## src/sv/rsvd_pkg.sv

```systemverilog
`timescale 1ns / 1ps
// ----------------------------------------------------------------------------
// rsvd_pkg
// shared constants and types for the receive state record validator
// ----------------------------------------------------------------------------
package rsvd_pkg;

   localparam int COUNT_BITS_DEFAULT = 16;
   localparam logic [7:0] MAX_SUBGROUPS_RESET = 8'd4;

   localparam logic [2:0] ERR_NONE       = 3'd0;
   localparam logic [2:0] ERR_SHORT      = 3'd1;
   localparam logic [2:0] ERR_ADDR_TYPE  = 3'd2;
   localparam logic [2:0] ERR_SET_ID     = 3'd3;
   localparam logic [2:0] ERR_SYNC_STATE = 3'd4;
   localparam logic [2:0] ERR_SUBGROUPS  = 3'd5;
   localparam logic [2:0] ERR_TRUNCATED  = 3'd6;

   typedef struct packed {
      logic       record_valid;
      logic [2:0] error_code;
      logic [7:0] source_ident;
      logic [7:0] encryption_state;
      logic [7:0] subgroup_total;
   } rsvd_result_type;

endpackage

```

## src/sv/rsvd_in_stage.sv

```systemverilog
`timescale 1ns / 1ps
// ----------------------------------------------------------------------------
// rsvd_in_stage
// input register for one record byte, stalls while its byte cannot move on
// ----------------------------------------------------------------------------
module rsvd_in_stage (
   input  logic       clock,
   input  logic       reset,
   input  logic       req_valid,
   output logic       req_stall,
   input  logic [7:0] req_data_byte,
   input  logic       req_last_byte,
   input  logic       out_free,
   output logic       step,
   output logic [7:0] data_byte,
   output logic       last_byte
);

   logic       valid_ff, valid_in;
   logic [7:0] data_ff;
   logic       last_ff;
   logic       accept;

   // a byte without a verdict never waits on the result side
   assign step      = valid_ff && (!last_ff || out_free);
   assign req_stall = valid_ff && !step;
   assign accept    = req_valid && !req_stall;
   assign data_byte = data_ff;
   assign last_byte = last_ff;

   always_comb begin
      valid_in = valid_ff;
      if (accept) begin
         valid_in = 1'b1;
      end else if (step) begin
         valid_in = 1'b0;
      end
   end

   always_ff @(posedge clock) begin
      if (reset) begin
         valid_ff <= 1'b0;
      end else begin
         valid_ff <= valid_in;
      end
      if (accept) begin
         data_ff <= req_data_byte;
         last_ff <= req_last_byte;
      end
   end

endmodule

```

## src/sv/rsvd_parser.sv

```systemverilog
`timescale 1ns / 1ps
// ----------------------------------------------------------------------------
// rsvd_parser
// field walker: phase, counters, held fields and the verdict of a record
// ----------------------------------------------------------------------------
module rsvd_parser #(
   parameter int COUNT_BITS = rsvd_pkg::COUNT_BITS_DEFAULT
) (
   input  logic                      clock,
   input  logic                      reset,
   input  logic                      csr_write,
   input  logic [7:0]                csr_data,
   input  logic                      step,
   input  logic [7:0]                data_byte,
   input  logic                      last_byte,
   output logic                      result_load,
   output rsvd_pkg::rsvd_result_type result
);

   localparam logic [3:0] PH_SRC        = 4'd0;
   localparam logic [3:0] PH_ADDR_TYPE  = 4'd1;
   localparam logic [3:0] PH_ADDR       = 4'd2;
   localparam logic [3:0] PH_SET_ID     = 4'd3;
   localparam logic [3:0] PH_BCAST_ID   = 4'd4;
   localparam logic [3:0] PH_SYNC_STATE = 4'd5;
   localparam logic [3:0] PH_ENC        = 4'd6;
   localparam logic [3:0] PH_BAD_CODE   = 4'd7;
   localparam logic [3:0] PH_NSUB       = 4'd8;
   localparam logic [3:0] PH_SUB_SYNC   = 4'd9;
   localparam logic [3:0] PH_META_LEN   = 4'd10;
   localparam logic [3:0] PH_META       = 4'd11;
   localparam logic [3:0] PH_DONE       = 4'd12;
   localparam logic [3:0] PH_FAULT      = 4'd13;

   localparam logic [7:0] ADDR_LEN         = 8'd6;
   localparam logic [7:0] BCAST_ID_LEN     = 8'd3;
   localparam logic [7:0] BAD_CODE_LEN     = 8'd16;
   localparam logic [7:0] SYNC_LEN         = 8'd4;
   localparam logic [7:0] MAX_ADDR_TYPE    = 8'd1;
   localparam logic [7:0] MAX_SET_ID       = 8'h0F;
   localparam logic [7:0] SYNC_STATE_LIMIT = 8'd5;
   localparam logic [7:0] ENC_BAD_CODE     = 8'd3;
   localparam logic [COUNT_BITS-1:0] MIN_RECORD_LEN = COUNT_BITS'(15);

   logic [7:0]            max_sub_ff;
   logic [3:0]            phase_ff, phase_in;
   logic [COUNT_BITS-1:0] count_ff, count_in;
   logic [7:0]            skip_ff, skip_in;
   logic [7:0]            sub_ff, sub_in;
   logic [2:0]            fault_ff, fault_in;
   logic [7:0]            src_ff, src_in;
   logic [7:0]            enc_ff, enc_in;
   logic [7:0]            nsub_ff, nsub_in;
   logic [7:0]            skip_dec;
   logic [7:0]            sub_dec;
   logic [2:0]            code;

   assign skip_dec = (skip_ff != 8'd0) ? skip_ff - 8'd1 : skip_ff;
   assign sub_dec  = sub_ff - 8'd1;

   always_comb begin
      phase_in = phase_ff;
      skip_in  = skip_ff;
      sub_in   = sub_ff;
      fault_in = fault_ff;
      src_in   = src_ff;
      enc_in   = enc_ff;
      nsub_in  = nsub_ff;
      count_in = (count_ff != {COUNT_BITS{1'b1}}) ? count_ff + COUNT_BITS'(1) : count_ff;
      case (phase_ff)
         PH_SRC: begin
            src_in   = data_byte;
            phase_in = PH_ADDR_TYPE;
         end
         PH_ADDR_TYPE: begin
            if (data_byte > MAX_ADDR_TYPE) begin
               fault_in = rsvd_pkg::ERR_ADDR_TYPE;
               phase_in = PH_FAULT;
            end else begin
               phase_in = PH_ADDR;
               skip_in  = ADDR_LEN;
            end
         end
         PH_ADDR: begin
            skip_in = skip_dec;
            if (skip_dec == 8'd0) phase_in = PH_SET_ID;
         end
         PH_SET_ID: begin
            if (data_byte > MAX_SET_ID) begin
               fault_in = rsvd_pkg::ERR_SET_ID;
               phase_in = PH_FAULT;
            end else begin
               phase_in = PH_BCAST_ID;
               skip_in  = BCAST_ID_LEN;
            end
         end
         PH_BCAST_ID: begin
            skip_in = skip_dec;
            if (skip_dec == 8'd0) phase_in = PH_SYNC_STATE;
         end
         PH_SYNC_STATE: begin
            if (data_byte >= SYNC_STATE_LIMIT) begin
               fault_in = rsvd_pkg::ERR_SYNC_STATE;
               phase_in = PH_FAULT;
            end else begin
               phase_in = PH_ENC;
            end
         end
         PH_ENC: begin
            enc_in = data_byte;
            if (data_byte == ENC_BAD_CODE) begin
               phase_in = PH_BAD_CODE;
               skip_in  = BAD_CODE_LEN;
            end else begin
               phase_in = PH_NSUB;
            end
         end
         PH_BAD_CODE: begin
            skip_in = skip_dec;
            if (skip_dec == 8'd0) phase_in = PH_NSUB;
         end
         PH_NSUB: begin
            nsub_in = data_byte;
            if (data_byte > max_sub_ff) begin
               fault_in = rsvd_pkg::ERR_SUBGROUPS;
               phase_in = PH_FAULT;
            end else if (data_byte == 8'd0) begin
               phase_in = PH_DONE;
            end else begin
               sub_in   = data_byte;
               phase_in = PH_SUB_SYNC;
               skip_in  = SYNC_LEN;
            end
         end
         PH_SUB_SYNC: begin
            skip_in = skip_dec;
            if (skip_dec == 8'd0) phase_in = PH_META_LEN;
         end
         PH_META_LEN: begin
            if (data_byte == 8'd0) begin
               sub_in = sub_dec;
               if (sub_dec == 8'd0) begin
                  phase_in = PH_DONE;
               end else begin
                  phase_in = PH_SUB_SYNC;
                  skip_in  = SYNC_LEN;
               end
            end else begin
               phase_in = PH_META;
               skip_in  = data_byte;
            end
         end
         PH_META: begin
            skip_in = skip_dec;
            if (skip_dec == 8'd0) begin
               sub_in = sub_dec;
               if (sub_dec == 8'd0) begin
                  phase_in = PH_DONE;
               end else begin
                  phase_in = PH_SUB_SYNC;
                  skip_in  = SYNC_LEN;
               end
            end
         end
         default: begin
         end
      endcase
   end

   always_comb begin
      if (count_in < MIN_RECORD_LEN) begin
         code = rsvd_pkg::ERR_SHORT;
      end else if (fault_in != rsvd_pkg::ERR_NONE) begin
         code = fault_in;
      end else if (phase_in != PH_DONE) begin
         code = rsvd_pkg::ERR_TRUNCATED;
      end else begin
         code = rsvd_pkg::ERR_NONE;
      end
   end

   assign result_load             = step && last_byte;
   assign result.record_valid     = (code == rsvd_pkg::ERR_NONE);
   assign result.error_code       = code;
   assign result.source_ident     = src_in;
   assign result.encryption_state = enc_in;
   assign result.subgroup_total   = nsub_in;

   always_ff @(posedge clock) begin
      if (reset) begin
         max_sub_ff <= rsvd_pkg::MAX_SUBGROUPS_RESET;
      end else if (csr_write) begin
         max_sub_ff <= csr_data;
      end
   end

   always_ff @(posedge clock) begin
      if (reset || result_load) begin
         phase_ff <= PH_SRC;
         count_ff <= '0;
         skip_ff  <= 8'd0;
         sub_ff   <= 8'd0;
         fault_ff <= rsvd_pkg::ERR_NONE;
         src_ff   <= 8'd0;
         enc_ff   <= 8'd0;
         nsub_ff  <= 8'd0;
      end else if (step) begin
         phase_ff <= phase_in;
         count_ff <= count_in;
         skip_ff  <= skip_in;
         sub_ff   <= sub_in;
         fault_ff <= fault_in;
         src_ff   <= src_in;
         enc_ff   <= enc_in;
         nsub_ff  <= nsub_in;
      end
   end

endmodule

```

## src/sv/rsvd_out_stage.sv

```systemverilog
`timescale 1ns / 1ps
// ----------------------------------------------------------------------------
// rsvd_out_stage
// result register holding one verdict until the consumer takes it
// ----------------------------------------------------------------------------
module rsvd_out_stage (
   input  logic                      clock,
   input  logic                      reset,
   input  logic                      load,
   input  rsvd_pkg::rsvd_result_type result,
   output logic                      out_free,
   output logic                      rsp_valid,
   input  logic                      rsp_stall,
   output rsvd_pkg::rsvd_result_type rsp_result
);

   logic                      valid_ff, valid_in;
   rsvd_pkg::rsvd_result_type result_ff;

   assign out_free   = !valid_ff || !rsp_stall;
   assign rsp_valid  = valid_ff;
   assign rsp_result = result_ff;

   always_comb begin
      valid_in = valid_ff;
      if (load) begin
         valid_in = 1'b1;
      end else if (!rsp_stall) begin
         valid_in = 1'b0;
      end
   end

   always_ff @(posedge clock) begin
      if (reset) begin
         valid_ff <= 1'b0;
      end else begin
         valid_ff <= valid_in;
      end
      if (load) begin
         result_ff <= result;
      end
   end

endmodule

```

## src/sv/receive_state_record_validator.sv

```systemverilog
`timescale 1ns / 1ps
// ----------------------------------------------------------------------------
// receive_state_record_validator
// checks a broadcast receive state record byte by byte, one verdict per record
//
//   channel  direction  handshake          payload
//   req      in         req_valid/stall    data_byte, last_byte
//   rsp      out        rsp_valid/stall    record_valid, error_code, fields
//   csr      in         csr_valid/ready    max_subgroups (8 bits)
//
// one byte per cycle while req_stall is low; a verdict is valid on rsp once its last
// byte has passed the input register and then the result register
// synchronous reset clears phase, counters, held fields and both valid flags
// a byte without a verdict always moves on; only a last byte waits on rsp_stall
// ----------------------------------------------------------------------------
module receive_state_record_validator #(
   parameter int COUNT_BITS = rsvd_pkg::COUNT_BITS_DEFAULT
) (
   input  logic       clock,
   input  logic       reset,
   input  logic       req_valid,
   output logic       req_stall,
   input  logic [7:0] req_data_byte,
   input  logic       req_last_byte,
   output logic       rsp_valid,
   input  logic       rsp_stall,
   output logic       rsp_record_valid,
   output logic [2:0] rsp_error_code,
   output logic [7:0] rsp_source_ident,
   output logic [7:0] rsp_encryption_state,
   output logic [7:0] rsp_subgroup_total,
   input  logic       csr_valid,
   output logic       csr_ready,
   input  logic [7:0] csr_data
);

   logic                      out_free;
   logic                      step;
   logic [7:0]                data_byte;
   logic                      last_byte;
   logic                      result_load;
   rsvd_pkg::rsvd_result_type result;
   rsvd_pkg::rsvd_result_type rsp_result;

   assign csr_ready = 1'b1;

   rsvd_in_stage u_in (
      .clock         (clock),
      .reset         (reset),
      .req_valid     (req_valid),
      .req_stall     (req_stall),
      .req_data_byte (req_data_byte),
      .req_last_byte (req_last_byte),
      .out_free      (out_free),
      .step          (step),
      .data_byte     (data_byte),
      .last_byte     (last_byte)
   );

   rsvd_parser #(
      .COUNT_BITS (COUNT_BITS)
   ) u_parser (
      .clock       (clock),
      .reset       (reset),
      .csr_write   (csr_valid && csr_ready),
      .csr_data    (csr_data),
      .step        (step),
      .data_byte   (data_byte),
      .last_byte   (last_byte),
      .result_load (result_load),
      .result      (result)
   );

   rsvd_out_stage u_out (
      .clock      (clock),
      .reset      (reset),
      .load       (result_load),
      .result     (result),
      .out_free   (out_free),
      .rsp_valid  (rsp_valid),
      .rsp_stall  (rsp_stall),
      .rsp_result (rsp_result)
   );

   assign rsp_record_valid     = rsp_result.record_valid;
   assign rsp_error_code       = rsp_result.error_code;
   assign rsp_source_ident     = rsp_result.source_ident;
   assign rsp_encryption_state = rsp_result.encryption_state;
   assign rsp_subgroup_total   = rsp_result.subgroup_total;

endmodule

```

## config.mk

```make
export PLATFORM = sky130hd
export DESIGN_NAME = receive_state_record_validator
export DESIGN_NICKNAME = d
export VERILOG_FILES = /design/src/sv/rsvd_pkg.sv /design/src/sv/rsvd_in_stage.sv /design/src/sv/rsvd_parser.sv /design/src/sv/rsvd_out_stage.sv /design/src/sv/receive_state_record_validator.sv
export SDC_FILE = /design/constraint.sdc
export NUM_CORES = 1
export LEC_CHECK = 0
export BUFFER_PORTS_ARGS = -buffer_cell sky130_fd_sc_hd__clkbuf_2
export CAP_MARGIN = 20
export CORE_UTILIZATION = 50
export DETAILED_ROUTE_END_ITERATION = 10
export HOLD_SLACK_MARGIN = 0.1
export PLACE_DENSITY = 0.67
export SLEW_MARGIN = 15
export SYNTH_ARGS = -nofsm -noshare
export SYNTH_HDL_FRONTEND = slang
export SYNTH_SLANG_ARGS = --single-unit
```

## constraint.sdc

```tcl
create_clock -name clock -period 8 [get_ports clock]
set_input_delay 0.8 -clock clock [delete_from_list [all_inputs] [get_ports clock]]
set_output_delay 0.8 -clock clock [all_outputs]
set_load 0.01 [all_outputs]
```

==> flow_metrics.tcl, run 1 <==
set metrics [dict create \
    status "finished, final reports clean" \
    core.rowCount 39 \
    grt_pass1_wl_um 23520 \
    hpwl_um 9783 \
    reg2reg_depth 10 \
    synth-edff-count 37 \
    fmax_mhz 268.0 \
    layout_min_cycle_time_ns 3.732 \
    crit_slowest_cell "nor4b_4" \
    layout.cells.non_filler 847 \
    cp_max_fo 15 \
    p_leak_nw 2.443 \
    synth-seq-cells 110 \
    clk_pin_slew_ns 0.07 \
    slowest_delay_ns 0.68 \
    post_drt_via_cell_ratio 5.936 \
    syn_inst 673 \
    cts.htree.levels 3 \
    drt_iter0_drc 490 \
    ys.flop_type "dfxtp_1" \
    finClkSkew_ns 0.005186 \
    critPathKind "reg -> reg" \
    wl_per_cell_um 16.72 \
    setup_viol 0 \
    die-area_sq_um 12240 \
    drive_above_1_share_pct 16.05 \
    setup_tns_ns 0 \
    rsz0062_at_grt "no" \
    crit_start "u_parser.skip_ff[0]$_SDFFE_PP0P_" \
    synth.net_count 707 \
    hold_viol 0 \
    worst-endpoint-arrival_ns 4.00 \
    io_pins 53 \
    area_growth_pct 10.94 \
    r2r_start "u_parser.skip_ff[0]$_SDFFE_PP0P_" \
    grt_usage_pct 24.02 \
    nets 733 \
    wl_um 14170 \
    vias 5028 \
    num_antenna_cells 0 \
    grt_pass1_vias 4785 \
    dr.pass1.iters 5 \
    die_y_um 110.6 \
    post_cts_buffers 0 \
    power.density_nw_per_um2 195.7 \
    tritoncts "built" \
    cts_buffers 9 \
    core_sq_um 11470 \
    grt_overflow_total 0 \
    avgSynthCellArea_sq_um 8.770 \
    antenna_found_initial 0 \
    hold_buffers 0 \
    synth_area_sq_um 5902 \
    place.gp.congestion 0.8969 \
    worst-path-buf-inv 1 \
    worstPathRequired_ns 8.27 \
    min_from "u_parser.enc_ff[2]$_SDFFE_PP0P_" \
    fin_total_pwr_w 0.001282 \
    yosys_warnings 0 \
    start_kind "register" \
    worstSkewPairLatency_ns 0.36 \
    synthArstFlopShare_pct 0 \
    ys_types 71 \
    crit_path_cell_trace "inv_1, ha_1, or4b_1, nor2b_1, mux2_1, nand4_1, o22ai_1, nor4b_4, o21ai_1, a221oi_1" \
    cts.sinks 110 \
    tightest_slew_ns 1.092 \
    irDropWorstVdd_v 0.0001941 \
    final_max_slew_viol_count 0 \
    die_x_um 110.6 \
    cts-resized-gates 0 \
    hold_ws_ns 0.4578 \
    crit_family "simple AND/OR/NAND/NOR gates" \
    io_buffer_count 51 \
    final_common_cell "nor2_1" \
    synth_seq_area_share_pct 43.59 \
    start_util_pct 51.47 \
    critical_path_depth 10 \
    detail-route-antenna-nets 0 \
    drc 0 \
    clk_path_buf_depth 2 \
    hold_path.class "reg -> reg" \
    slew_headroom_pct 26.93 \
    dp.cells 831 \
    end_kind "register" \
    post-route-period-util_pct 46.65 \
    holdPathStages 2 \
    cts_root_buffer "clkbuf_16" \
    grt_max_degree 38 \
    drv_cap 0 \
    final_cell_mix "nor2_1, dfxtp_1, nand2_1, clkbuf_2, a21oi_1" \
]
## state kept, by name, indices dropped and copies added, names as in the netlist
name and cells:
u_parser.fault_ff 3, u_in.data_byte 8, u_parser.sub_ff 8, u_parser.count_ff 16, u_parser.phase_ff 4, u_parser.enc_ff 8, u_parser.src_ff 8, u_in.last_byte 1
u_out.rsp_result 28, u_parser.max_sub_ff 8, u_parser.nsub_ff 8, u_parser.skip_ff 8, u_out.rsp_valid 1, u_in.valid_ff 1
## cells by family (layout without fill, tap and decap cells)
family | count (synthesis) | in the layout | share of synthesized area [%]
other | 1 | 1 | 0.06354
buffers and inverters | 63 | 94 | 4.197
muxes | 41 | 41 | 7.505
DFF | 110 | 110 | 43.59
xor gates and xnor gates | 18 | 18 | 2.671
and+or+nand+nor | 293 | 293 | 24.04
adders and majority gates | 12 | 12 | 2.544
AOI/OAI and AO/OA | 135 | 135 | 15.39
## synthesized netlist by cell type, drive strengths merged (5+ instances only)
| library cell | instances | area [sq um] |
|---|---|---|
| nor2 | 106 | 397.9 |
| dfxtp | 73 | 1461 |
| nand2 | 60 | 225.2 |
| a21oi | 44 | 220.2 |
| nor3 | 44 | 230.2 |
| edfxtp | 37 | 1111 |
| clkbuf | 34 | 127.6 |
| mux2 | 26 | 292.8 |
| o21ai | 21 | 105.1 |
| nand3 | 19 | 95.09 |
| inv | 17 | 63.81 |
| mux2i | 15 | 150.1 |
| a211oi | 14 | 105.1 |
| nand4 | 13 | 81.33 |
| ha | 12 | 150.1 |
| buf | 10 | 48.79 |
| xnor2 | 10 | 87.58 |
| and3 | 8 | 50.05 |
| nor2b | 8 | 52.55 |
| xor2 | 8 | 70.07 |
| a31oi | 6 | 52.55 |
| o211ai | 6 | 45.04 |
| nor4 | 5 | 37.53 |
| or3 | 5 | 31.28 |
## routing by layer
layer	GRT usage, %	vias up	wire (um)
li1	-	2482	-
met1	31.50	2389	6514
met2	38.88	132	6696
met3	5.488	25	703
met4	8.356	0	250
met5	0	-	0
## worst register-to-register path, stage by stage (launching register included)
cell and delay [ns]:
dfxtp_1 0.37, inv_1 0.10, ha_1 0.23, or4b_1 0.47
nor2b_1 0.44, mux2_1 0.22, nand4_1 0.36, o22ai_1 0.33
nor4b_4 0.68, o21ai_1 0.15, a221oi_1 0.30
## cell type report
| class | count | area, sq um |
|---|---|---|
| tap | 143 | 178.9 |
| clock inverter | 3 | 67.56 |
| inverter | 19 | 71.32 |
| sequential | 110 | 2572 |
| fill | 1024 | 4920 |
| clock buffer | 13 | 260.3 |
| timing repair buffer | 59 | 315.3 |
| multi-input combinational | 500 | 3082 |
## metrics by stage
step / instance area [sq um] / setup WS (ns) / utilization [%]
after floorplan: 5902 / 4.949 / -
after global routing: 6548 / 3.956 / 57.10
after CTS: 6548 / 4.290 / 57.10
final: 6548 / 4.268 / 57.10
after detailed placement: 6220 / 4.322 / 54.24
after global placement: 6220 / 4.433 / 54.24
## worst paths after layout
check / to / slack [ns]
hold reg to reg: u_parser.enc_ff[2]$_SDFFE_PP0P_ / 0.46
hold / removal: u_parser.enc_ff[2]$_SDFFE_PP0P_ / 0.46
setup reg to reg: u_parser.sub_ff[0]$_SDFFE_PP0P_ / 4.27
setup / recovery: u_parser.sub_ff[0]$_SDFFE_PP0P_ / 4.27
## where the power goes
group / internal, W / switching [W]
clock: 0.000292 / 0.000198
sequential: 0.000598 / 0.0000210
combinational: 0.0000679 / 0.000105
(Power assumes the default switching activity.)
==> run 2: changes to the inputs <==
- PLACE_DENSITY: 0.67 -> 0.7
- clock period: 8 -> 3.11 ns (I/O delays scaled with it)
==> flow_metrics.tcl, run 2 (synthesis results as in run 1) <==
set metrics [dict create \
    status "complete, but fails checks" \
    violations "negative setup slack" \
    worstPathRequired_ns 3.18 \
    tightest_slew_ns 0.7939 \
    slew_headroom_pct 47.07 \
    fmax_mhz 317.3 \
    nets 769 \
    die-area_sq_um 12240 \
    worstSkewPairLatency_ns 0.35 \
    postLayoutCellArea_sq_um 6810 \
    antenna_found_initial 0 \
    die_x_um 110.6 \
    io_buffer_count 51 \
    core_sq_um 11470 \
    final_max_slew_viol_count 0 \
    post_drt_via_cell_ratio 5.930 \
    core.rowCount 39 \
    multiInputGateArea_sq_um 3104 \
    grt_pass1_vias 4995 \
    cts_root_buffer "clkbuf_16" \
    end_kind "register" \
    dr.pass1.iters 5 \
    finClkSkew_ns 0.005864 \
    final_cell_mix "nor2_1, dfxtp_1, nand2_1, clkbuf_2, a21oi_1" \
    fillers 1009 \
    seqCellArea_sq_um 2575 \
    worst-endpoint-arrival_ns 3.23 \
    hold_ws_ns 0.1309 \
    rsz0062_at_grt "yes" \
    start_util_pct 51.47 \
    drv_cap 0 \
    drc 0 \
    grt_usage_pct 24.96 \
    clk_pin_slew_ns 0.07 \
    irDropWorstVdd_v 0.0005136 \
    layout_min_cycle_time_ns 3.151 \
    hold_path.class "in -> reg" \
    drt_iter0_drc 461 \
    hold_viol 0 \
    hpwl_um 10610 \
    clk_path_buf_depth 2 \
    wl_per_cell_um 16.81 \
    fin_ws_ns -0.04146 \
    cp_max_fo 4 \
    power.density_nw_per_um2 471.1 \
    final_common_cell "nor2_1" \
    cts_buffers 9 \
    placed_area_sq_um 6465 \
    hold_buffers 0 \
    vias 5230 \
    p_leak_nw 2.607 \
    cts.sinks 110 \
    grt_pass1_wl_um 24660 \
    io_pins 53 \
    critPathKind "reg -> reg" \
    start_kind "register" \
    drive_above_1_share_pct 20.97 \
    place.gp.congestion 0.9288 \
    area_growth_pct 15.39 \
    grt_max_degree 37 \
    die_y_um 110.6 \
    detail-route-antenna-nets 0 \
    tritoncts "built" \
    setup_viol 1 \
    wl_um 14820 \
    num_antenna_cells 0 \
    grt_overflow_total 0 \
    cts.htree.levels 3 \
    largest_reg_flops 28 \
    post-route-period-util_pct 101.3 \
]
-- run 2: metrics by stage --
stage / instances / total power (W) / utilization [%] / setup WS, ns / TNS, ns
6_report: 882 / 0.003208 / 59.39 / -0.04146 / -0.04146
5_1_grt: 882 / 0.003348 / 59.39 / -0.2220 / -0.4600
4_1_cts: 877 / 0.003230 / 58.84 / 0.01462 / 0
3_5_place_dp: 862 / 0.002108 / 56.38 / -0.01237 / -0.01237
3_3_place_gp: 862 / 0.002098 / 56.38 / 0.03141 / 0
2_1_floorplan: 673 / 0.001952 / - / 0.05940 / 0
-- run 2: path summary, 6_finish.rpt --
| path | slack, ns | cells past startpoint | to | startpoint |
|---|---|---|---|---|
| worst max-delay path | -0.04 | 10 | u_out.rsp_result[25]$_DFFE_PP_ | u_parser.sub_ff[1]$_SDFFE_PP0P_ |
| worst min-delay path | 0.13 | 1 | u_in.data_byte[3]$_DFFE_PP_ | req_data_byte[3] |
| worst max register to register | -0.04 | 10 | u_out.rsp_result[25]$_DFFE_PP_ | u_parser.sub_ff[1]$_SDFFE_PP0P_ |
| worst min register to register | 0.46 | 2 | u_parser.enc_ff[5]$_SDFFE_PP0P_ | u_parser.enc_ff[5]$_SDFFE_PP0P_ |
-- run 2: per-layer routing --
layer | global-route usage, % | routed length, um
met5 | 0 | 0
met4 | 9.867 | 399
met3 | 5.104 | 896
met2 | 40.87 | 6967
met1 | 32.24 | 6560
-- run 2: final cells by class --
| class | instances | share of cell area [%] |
|---|---|---|
| clock buffers | 12 | 3.472 |
| clock inverters | 3 | 0.6798 |
| inverters | 19 | 1.047 |
| multi-input cells | 500 | 45.58 |
| flip-flops and latches | 110 | 37.81 |
| well taps | 143 | 2.627 |
| repair buffers | 95 | 8.782 |
-- run 2: what timing repair did --
item | in CTS | in global routing
setup buffers | 0 | 5
pin swaps | 1 | 9
resized for setup | 0 | 9
endpoints found under the setup margin | 1 | 12
hold endpoints to repair | 0 | 0
-- run 2: power by group --
| group | switching, W | internal (W) |
|---|---|---|
| registers | 0.0000378 | 0.00154 |
| logic | 0.000298 | 0.000208 |
| clock network | 0.000503 | 0.000623 |
| total | 0.000839 | 0.00237 |
-- run 2: critical path, cell delays in order, from the launching register on --
cell	delay, ns
dfxtp_2	0.32
inv_2	0.08
ha_4	0.13
or4b_4	0.45
or4b_1	0.51
a311o_2	0.46
nor2b_2	0.15
o2111ai_2	0.15
a211o_1	0.29
o211ai_1	0.22
o211ai_1	0.12
==> run 3: changes to the inputs <==
- CORE_UTILIZATION: 50 -> 45
- PLACE_DENSITY: 0.7 -> 0.64
==> flow_metrics.tcl, run 3 (synthesis results as in run 1) <==
set metrics [dict create \
    status "finished, final reports clean" \
    start_util_pct 46.39 \
    power.density_nw_per_um2 480.4 \
    rsz0062_at_grt "yes" \
    reg2reg_depth 10 \
    hpwl_um 10640 \
    postLayoutCellArea_sq_um 6890 \
    clk_pin_slew_ns 0.07 \
    hold_end "u_in.data_byte[3]$_DFFE_PP_" \
    antenna_found_initial 0 \
    fin_ws_ns 0.08021 \
    r2r_end "u_out.rsp_result[25]$_DFFE_PP_" \
    io_buffer_count 51 \
    grt_overflow_total 0 \
    r2r_start "u_parser.sub_ff[1]$_SDFFE_PP0P_" \
    irDropWorstVdd_v 0.0002795 \
    end_kind "register" \
    detail-route-antenna-nets 0 \
    dp_slack_ns -0.08473 \
    die_x_um 116.5 \
    largest_reg_flops 28 \
    min_from "req_data_byte[3]" \
    num_antenna_cells 0 \
    post_cts_buffers 0 \
    final_max_slew_viol_count 0 \
    critPathKind "reg -> reg" \
    rrSetupSlack_ns 0.08 \
    path_common_cell "o211ai_1" \
    placed_area_sq_um 6554 \
    hold_viol 0 \
    worst-endpoint-arrival_ns 3.12 \
    drive_above_1_share_pct 21.02 \
    cts_root_buffer "clkbuf_16" \
    core_sq_um 12720 \
    grt_pass1_wl_um 24180 \
    area_growth_pct 16.75 \
    tritoncts "built" \
    grt_pass1_vias 4855 \
    drv_cap 0 \
    cts.sinks 110 \
    core.rowCount 41 \
    slowest_delay_ns 0.47 \
    hold_buffers 0 \
    finClkSkew_ns 0.005401 \
    io_pins 53 \
    final_cell_mix "nor2_1, dfxtp_1, nand2_1, clkbuf_2, buf_4" \
    setup_tns_ns 0 \
    hold_path.class "in -> reg" \
    place.gp.congestion 0.9479 \
    post_drt_via_cell_ratio 5.697 \
    cts.htree.levels 3 \
    crit_path_cell_trace "inv_2, ha_4, or4b_4, or4b_1, a311o_1, nand4_1, a21oi_1, a211o_1, o211ai_1, o211ai_1" \
    crit_start "u_parser.sub_ff[1]$_SDFFE_PP0P_" \
    fmax_mhz 330.1 \
    grt_usage_pct 23.26 \
    nets 771 \
    holdPathStages 1 \
    tightest_slew_ns 0.8612 \
    dp.cells 898 \
    slew_headroom_pct 41.80 \
    p_leak_nw 2.635 \
    post-route-period-util_pct 97.42 \
    drt_iter0_drc 500 \
    layout.cells.non_filler 914 \
    wl_per_cell_um 16.23 \
    grt_max_degree 40 \
    layout_min_cycle_time_ns 3.030 \
    setup_viol 0 \
    final_core_util_pct 54.16 \
    clk_path_buf_depth 2 \
    drc 0 \
    cts_buffers 9 \
    die_y_um 116.5 \
    dr.pass1.iters 5 \
    cp_max_fo 5 \
    wl_um 14840 \
    vias 5207 \
    crit_slowest_cell "or4b_1" \
    final_common_cell "nor2_1" \
    die-area_sq_um 13580 \
    worstPathRequired_ns 3.20 \
    worstSkewPairLatency_ns 0.35 \
    start_kind "register" \
]
## run 3: where the power goes
group,switching [W],total [W],internal (W),leakage (nW)
Clock,0.000507,0.00122,0.000710,0.152
Combinational,0.000300,0.000512,0.000212,1.53
Sequential,0.0000422,0.00158,0.00154,0.952
## run 3: stage by stage
step / hold slack [ns] / power [W]
after global routing: 0.1161 / 0.003451
final: 0.1322 / 0.003310
after CTS: 0.1238 / 0.003333
after global placement: 0.4389 / 0.002111
after detailed placement: 0.4466 / 0.002118
after floorplan: 0.4099 / 0.001952
## run 3: critical path: cells and delay by family (launching register included)
| family | cells | cell delay (ns) |
|---|---|---|
| simple gates | 3 | 1.08 |
| buf+inv | 1 | 0.07 |
| flops | 1 | 0.32 |
| fa+ha+maj | 1 | 0.15 |
| compound gates | 5 | 1.14 |
## run 3: how the worst max path moves through the flow
| stage | endpoint | slack [ns] | cells past startpoint |
|---|---|---|---|
| CTS | u_out.rsp_result[25]$_DFFE_PP_ | 0.009 | 10 |
| finish | u_out.rsp_result[25]$_DFFE_PP_ | 0.08 | 10 |
| detailed placement | u_out.rsp_result[25]$_DFFE_PP_ | -0.08 | 10 |
| global placement | u_out.rsp_result[25]$_DFFE_PP_ | -0.02 | 10 |
| floorplan | u_out.rsp_result[25]$_DFFE_PP_ | 0.06 | 10 |
| global route | u_out.rsp_result[25]$_DFFE_PP_ | -0.05 | 10 |
## run 3: final cells by class
class                      instances  area, sq um
timing repair buffer              97        613.1
fill                            1192         5832
sequential                       110         2574
clock buffer                      11        232.7
clock inverter                     5        81.33
tap                              172        215.2
multi-input combinational        500         3103
inverter                          19        71.32
## run 3: per-layer routing
metal | wire [um] | track usage (%) | part of all wire (%) | vias up
li1 | - | - | - | 2558
met2 | 7085 | 38.15 | 48 | 156
met5 | 0 | 0 | 0 | -
met3 | 619 | 4.307 | 4.2 | 22
met1 | 6837 | 30.86 | 46 | 2471
met4 | 295 | 7.692 | 2.0 | 0
## run 3: repair_timing
item,4_1_cts,5_1_grt
endpoints found under the setup margin,3,11
gates cloned,0,0
gates resized for setup,1,6
hold endpoints to repair,0,0
pin swaps,1,7
